<file path="src/rtl/core/gmca_pkg.sv">
// ----------------------------------------------------------------------------
// gmca_pkg: shared types and constants of the gain/mix/clip audio block
// Sample and result structs, volume limits and internal word widths.
// ----------------------------------------------------------------------------
package gmca_pkg;

  localparam int unsigned HwChannels         = 4;
  localparam int unsigned NumChannelsDefault = 4;

  localparam int unsigned SampleW = 16;
  localparam int unsigned VolW    = 10;
  localparam int unsigned MaskW   = HwChannels;

  // signed sample times unsigned volume (one guard bit for the sign)
  localparam int unsigned ProdW = SampleW + VolW + 1;
  localparam int unsigned FracW = 8;
  localparam int unsigned TermW = ProdW - FracW;
  // four terms of at most +/-2^16 each
  localparam int unsigned SumW  = 20;

  localparam int unsigned RegIdxW  = 2;
  localparam int unsigned RegAddrW = RegIdxW + 2;
  localparam int unsigned DataW    = 32;

  localparam logic [VolW-1:0] VolUnity = 10'h100;
  localparam logic [VolW-1:0] VolMax   = 10'h200;

  localparam logic signed [SumW-1:0] ClipPos = 20'sh07fff;
  localparam logic signed [SumW-1:0] ClipNeg = -20'sh07fff;

  typedef struct packed {
    logic signed [SampleW-1:0] sample_0;
    logic signed [SampleW-1:0] sample_1;
    logic signed [SampleW-1:0] sample_2;
    logic signed [SampleW-1:0] sample_3;
    logic        [MaskW-1:0]   present_mask;
  } gmca_item_t;

  typedef struct packed {
    logic signed [SampleW-1:0] mixed_sample;
    logic                      idle;
  } gmca_result_t;

endpackage

</file>
<file path="src/rtl/core/gain_mix_clip_audio.sv">
// ----------------------------------------------------------------------------
// gain_mix_clip_audio: per-channel gain, mix and symmetric clip
// Takes one transaction per clock when start_i is high; busy_o never rises.
// Every transaction yields exactly one result. A transaction accepted at a
// clock edge lands in the input register; gain, sum and clip are settled by
// the next edge, which loads the result register, so result_valid_o strobes
// in the cycle after that. Nothing stalls: the receiver cannot hold results
// off, so results come out at the input rate, one per clock. Each present
// channel is scaled by its Q2.8 volume (floor shift by 8), the terms are
// summed and clipped to +/-32767; no channel present gives 0 with idle set.
// Volumes sit on an APB port at byte address 4*channel and reset to unity
// (256); writes whose low 10 bits exceed 512 are dropped.
// ----------------------------------------------------------------------------
module gain_mix_clip_audio #(
  parameter int unsigned CHAN_COUNT = gmca_pkg::NumChannelsDefault
) (
  input  logic                            clk_i,
  input  logic                            rst_ni,
  input  logic                            start_i,
  output logic                            busy_o,
  input  gmca_pkg::gmca_item_t            item_i,
  output logic                            result_valid_o,
  output gmca_pkg::gmca_result_t          result_o,
  input  logic                            psel,
  input  logic                            penable,
  input  logic                            pwrite,
  input  logic [gmca_pkg::RegAddrW-1:0]   paddr,
  input  logic [gmca_pkg::DataW-1:0]      pwdata,
  output logic [gmca_pkg::DataW-1:0]      prdata,
  output logic                            pready
);

  localparam int unsigned ActiveCh =
      (CHAN_COUNT < gmca_pkg::HwChannels) ? CHAN_COUNT : gmca_pkg::HwChannels;

  // --------------------------------------------------------------------------
  // Volume registers
  // --------------------------------------------------------------------------
  logic [gmca_pkg::VolW-1:0]    vol_q [ActiveCh];
  logic [gmca_pkg::RegIdxW-1:0] reg_idx;
  logic [gmca_pkg::VolW-1:0]    wr_vol;
  logic                         wr_en;

  assign pready  = 1'b1;
  assign reg_idx = paddr[gmca_pkg::RegAddrW-1:2];
  assign wr_vol  = pwdata[gmca_pkg::VolW-1:0];
  assign wr_en   = psel && penable && pwrite && pready && (wr_vol <= gmca_pkg::VolMax);

  always_ff @(posedge clk_i or negedge rst_ni) begin
    if (!rst_ni) begin
      for (int i = 0; i < ActiveCh; i++) begin
        vol_q[i] <= gmca_pkg::VolUnity;
      end
    end else if (wr_en) begin
      for (int i = 0; i < ActiveCh; i++) begin
        if (reg_idx == gmca_pkg::RegIdxW'(i)) begin
          vol_q[i] <= wr_vol;
        end
      end
    end
  end

  always_comb begin
    prdata = '0;
    for (int i = 0; i < ActiveCh; i++) begin
      if (reg_idx == gmca_pkg::RegIdxW'(i)) begin
        prdata = gmca_pkg::DataW'(vol_q[i]);
      end
    end
  end

  // --------------------------------------------------------------------------
  // Input register
  // --------------------------------------------------------------------------
  logic                 s0_valid_q;
  gmca_pkg::gmca_item_t s0_item_q;

  assign busy_o = 1'b0;

  always_ff @(posedge clk_i or negedge rst_ni) begin
    if (!rst_ni) begin
      s0_valid_q <= 1'b0;
    end else begin
      s0_valid_q <= start_i && !busy_o;
    end
  end

  always_ff @(posedge clk_i) begin
    if (start_i && !busy_o) begin
      s0_item_q <= item_i;
    end
  end

  // --------------------------------------------------------------------------
  // Per-channel gain, sum, clip, result register
  // --------------------------------------------------------------------------
  logic signed [gmca_pkg::SampleW-1:0] smp      [gmca_pkg::HwChannels];
  logic signed [gmca_pkg::TermW-1:0]   term_d   [ActiveCh];
  logic                                any_present;
  logic signed [gmca_pkg::SumW-1:0]    sum;
  logic signed [gmca_pkg::SumW-1:0]    clipped;
  logic                                out_valid_q;
  gmca_pkg::gmca_result_t              out_q;

  assign smp[0] = s0_item_q.sample_0;
  assign smp[1] = s0_item_q.sample_1;
  assign smp[2] = s0_item_q.sample_2;
  assign smp[3] = s0_item_q.sample_3;

  always_comb begin
    logic signed [gmca_pkg::ProdW-1:0] prod;
    any_present = 1'b0;
    for (int n = 0; n < ActiveCh; n++) begin
      prod = smp[n] * $signed({1'b0, vol_q[n]});
      // dropping the low bits of a two's-complement product is a floor shift
      term_d[n] = s0_item_q.present_mask[n] ?
                  prod[gmca_pkg::ProdW-1:gmca_pkg::FracW] : '0;
      any_present = any_present | s0_item_q.present_mask[n];
    end
  end

  always_comb begin
    sum = '0;
    for (int n = 0; n < ActiveCh; n++) begin
      sum = sum + gmca_pkg::SumW'(term_d[n]);
    end
    priority if (sum > gmca_pkg::ClipPos) begin
      clipped = gmca_pkg::ClipPos;
    end else if (sum < gmca_pkg::ClipNeg) begin
      clipped = gmca_pkg::ClipNeg;
    end else begin
      clipped = sum;
    end
  end

  always_ff @(posedge clk_i or negedge rst_ni) begin
    if (!rst_ni) begin
      out_valid_q <= 1'b0;
    end else begin
      out_valid_q <= s0_valid_q;
    end
  end

  always_ff @(posedge clk_i) begin
    if (s0_valid_q) begin
      out_q.mixed_sample <= !any_present ? '0 : clipped[gmca_pkg::SampleW-1:0];
      out_q.idle         <= !any_present;
    end
  end

  assign result_valid_o = out_valid_q;
  assign result_o       = out_q;

  // --------------------------------------------------------------------------
  // Assertions
  // --------------------------------------------------------------------------
  a_result_follows_accept: assert property (@(posedge clk_i) disable iff (!rst_ni)
    start_i && !busy_o |-> ##2 result_valid_o)
    else $error("accepted transaction produced no result");

  a_no_spurious_result: assert property (@(posedge clk_i) disable iff (!rst_ni)
    result_valid_o |-> $past(start_i && !busy_o, 2))
    else $error("result without matching transaction");

  a_idle_is_silent: assert property (@(posedge clk_i) disable iff (!rst_ni)
    result_valid_o && result_o.idle |-> result_o.mixed_sample == '0)
    else $error("idle result carries nonzero sample");

  a_clip_symmetric: assert property (@(posedge clk_i) disable iff (!rst_ni)
    result_valid_o |-> result_o.mixed_sample != 16'sh8000)
    else $error("mixed sample outside symmetric clip range");

  a_vol0_in_range: assert property (@(posedge clk_i) disable iff (!rst_ni)
    vol_q[0] <= gmca_pkg::VolMax)
    else $error("channel 0 volume above limit");

endmodule

</file>
<file path="config.mk">
export PLATFORM = sky130hd
export DESIGN_NAME = gain_mix_clip_audio
export DESIGN_NICKNAME = d
export VERILOG_FILES = /design/src/rtl/core/gmca_pkg.sv /design/src/rtl/core/gain_mix_clip_audio.sv
export SDC_FILE = /design/constraint.sdc
export NUM_CORES = 2
export LEC_CHECK = 0
export BUFFER_PORTS_ARGS = -buffer_cell sky130_fd_sc_hd__buf_2
export CAP_MARGIN = 25
export CORE_MARGIN = 3
export CORE_UTILIZATION = 59
export DETAILED_ROUTE_END_ITERATION = 16
export PLACE_DENSITY = 0.88
export SLEW_MARGIN = 10
export SYNTH_ARGS = -nofsm -noshare
export SYNTH_HDL_FRONTEND = slang
export SYNTH_SLANG_ARGS = --single-unit
</file>
<file path="constraint.sdc">
create_clock -name clk_i -period 8.2 [get_ports clk_i]
set_clock_uncertainty 0.05 [all_clocks]
set_input_delay 0 -clock clk_i [delete_from_list [all_inputs] [get_ports clk_i]]
set_output_delay 0 -clock clk_i [all_outputs]
set_load 0.03 [all_outputs]
</file>
==> results.txt <==
Outcome -> finished with violations
Failing checks -> setup timing
CTS Sinks -> 127
Die H -> 231 µm
Num CTS Buffers -> 17
Placed cells -> 4,127
Ys async rst share -> 33.1%
Drt total wl -> 88,500 µm
Post-DP Area -> 33,600 µm²
Area growth, synth to finish -> 20.0%
Most frequent CP cell -> fa_1
Primary FF master, synth -> edfxtp_1
Register area -> 3620 µm²
Clock period minus worst slack -> 9.67 ns
Maximum clock rate -> 103 MHz
Reg2reg path depth -> 33
Initial core utilization -> 60.4%
Mapped Cells -> 3,134
DP HPWL -> 64,300 µm
CP peak stage delay -> 0.77 ns
Synth Area per Inst -> 9.55 µm²
Full die area -> 53,500 µm²
Die W -> 231 µm
Slew HR -> 33.7%
Worst Hold Class -> in -> async
Area share of the largest cell type after synthesis -> 41.1%
FF-to-FF setup slack -> -1.47 ns
Top-count cell post-synth -> inv_1
Max_cap viols -> 0
H-tree depth -> 4
First-pass GRT wire length -> 134,000 µm
Commonest cells post-synth -> 735 x inv_1, 614 x fa_1, 378 x nand2_1
Vias -> 24.7k
Sequential area share after synthesis -> 12.1%
Post-route setup slack -> -1.47 ns
Critical path arrival -> 9.87 ns
GRT overflow -> 0
Largest net degree at the start of global routing -> 70
Fill cell count -> 3,041
RSZ-0062 raised after global routing -> yes
Drt wl/cell -> 20.5 µm
Initial antenna violation count -> 6
Root Driver -> clkbuf_16
Area of the multi-input gates -> 23,600 µm²
Share of cells above drive strength 1 -> 20.6%
DR iter-0 viols -> 2,373
CTS clock-pin slew for the worst setup and hold paths -> 0.07 ns
Post-DRT Antenna Nets -> 0
Crit path capture type -> register
Ports -> 162
Area leader, netlist -> fa_1
Row cnt -> 81
Distinct cells, synth -> 81
Slew Viols, Final -> 0
Number of flops mapped to enable cells by yosys -> 85
RePlAce Congestion -> 1.00
Reg2Reg Launch Point -> s0_item_q[43]$_DFFE_PP_
Slowest stage cell, crit path -> fa_1
CP Launch Type -> register
Tot GR Track Use -> 32.2%
DRC violations left -> 0
Kind of critical path -> reg -> reg
Seq cells post-synth -> 127
Worst EP required -> 8.40 ns
Core Area -> 49,600 µm²
Endpoints failing setup -> 16
Finished Layout Cells -> 4,309
Final instance area -> 35,900 µm²
Period Utilization, post-route -> 118%
Mapped cell area -> 29,900 µm²
Synth warnings -> 0
Worst-Margin Slew -> 0.991 ns
CP Max Fanout -> 6
Clock Tree Buf Depth -> 2
Initial DRT Pass Iterations -> 13
Synth top area cells -> fa_1 41%, ha_1 10%, inv_1 9.2%
Number of port buffers -> 113
Reg2reg end -> result_o[8]$_SDFFCE_PP0P_
Drt via density -> 5.74
Nets -> 4,600
Number of global-route vias before repair -> 26.7k
TritonCTS clock tree -> built
Worst skew pair latency -> 0.52 ns
Hold Vio Cnt, Final -> 0
[cell type report]
type	count	share of cell area (%)
flip-flops and latches	127	10.1
clock inverters	14	0.418
well taps	664	2.31
repair buffers	609	12.7
inverters	736	7.69
diodes	7	0.0488
multi-input cells	2134	65.6
clock buffers	18	1.19
[worst max-delay path, delay by kind of cell, from the launching register on]
kind            cells  cell delay [ns]
buf+inv             8             0.98
simple gates        5             1.12
flops               1             0.39
fa+ha+maj           9             4.51
xor+xnor            1             0.11
compound gates     10             2.22
[cell usage in the layout (no fill, tap or decap), types with 13 or more instances in the layout]
cell / synthesis / layout
fa_1: 614 / 608
nor2_1: 56 / 53
nand3_1: 24 / 22
edfxtp_1: 85 / 85
and2_1: 309 / 306
or3_1: 14 / 14
mux2_2: 41 / 41
o21ai_1: 5 / 18
dfrtp_1: 38 / 28
clkbuf_16: 0 / 17
conb_1: 2 / 24
xor2_1: 34 / 34
inv_1: 735 / 729
o21ai_0: 47 / 26
a21oi_2: 1 / 15
xnor2_1: 56 / 53
buf_4: 24 / 409
ha_1: 251 / 239
buf_2: 4 / 112
dlygate4sd3_1: 0 / 80
nand4_1: 13 / 13
nor3_1: 18 / 13
nand2_1: 378 / 368
a21oi_1: 63 / 49
a21o_1: 18 / 17
[routing by layer]
layer  wire length, µm  global-route usage, %  up-vias
li1                  -                      -    10400
met1             30100                   37.3    12100
met2             41700                   53.0     1614
met3              8960                   8.10      608
met4              7670                   21.7        6
met5                43                      0        -
[stage by stage]
step	setup slack [ns]	TNS, ns	util, %	hold slack (ns)
floorplan	-0.0854	-0.877	-	-0.346
global placement	-0.386	-5.84	67.8	0.0801
detailed placement	-0.664	-10.10	67.8	0.0878
CTS	-0.413	-6.17	71.4	0.0739
global route	-1.55	-24.32	72.5	0.151
finish	-1.47	-23.06	72.5	0.121
[worst max-delay path by stage]
stage | start | end | slack, ns
2_1_floorplan | vol_q[14]$_DFFE_PN0P_ | result_o[12]$_SDFFCE_PP0P_ | -0.09
3_3_place_gp | vol_q[14]$_DFFE_PN0P_ | result_o[1]$_SDFFCE_PP0P_ | -0.39
3_5_place_dp | vol_q[14]$_DFFE_PN0P_ | result_o[15]$_SDFFCE_PP0P_ | -0.66
4_1_cts | s0_item_q[25]$_DFFE_PP_ | result_o[11]$_SDFFCE_PP0P_ | -0.41
5_1_grt | s0_item_q[43]$_DFFE_PP_ | result_o[13]$_SDFFCE_PP0P_ | -1.55
6_report | s0_item_q[43]$_DFFE_PP_ | result_o[8]$_SDFFCE_PP0P_ | -1.47
[cell families after synthesis]
kind of cell | share of synthesized area, %
AO/OA/AOI/OAI | 5.07
other | 0.0251
buffers and inverters | 11.6
flip-flops | 12.1
adder cells (fa/ha/maj) | 51.5
AND/OR/NAND/NOR | 14.7
XOR/XNOR | 2.69
multiplexers | 2.36
[repair_timing]
item	CTS	global route
pin swaps	23	30
endpoints found under the setup margin	16	16
setup buffers	32	28
endpoints found under the hold margin	150	31
cloned	1	0
resized for setup	46	68
hold buffers	79	1
[flip-flops by register name (all words and copies together), names as in the netlist]
name and flops:
vol_q 40, result_o 17, result_valid_o 1, s0_item_q 68, s0_valid_q 1
Power is not shown: default switching activity piles up to over one toggle a cycle in this logic, so the estimate is an artifact.
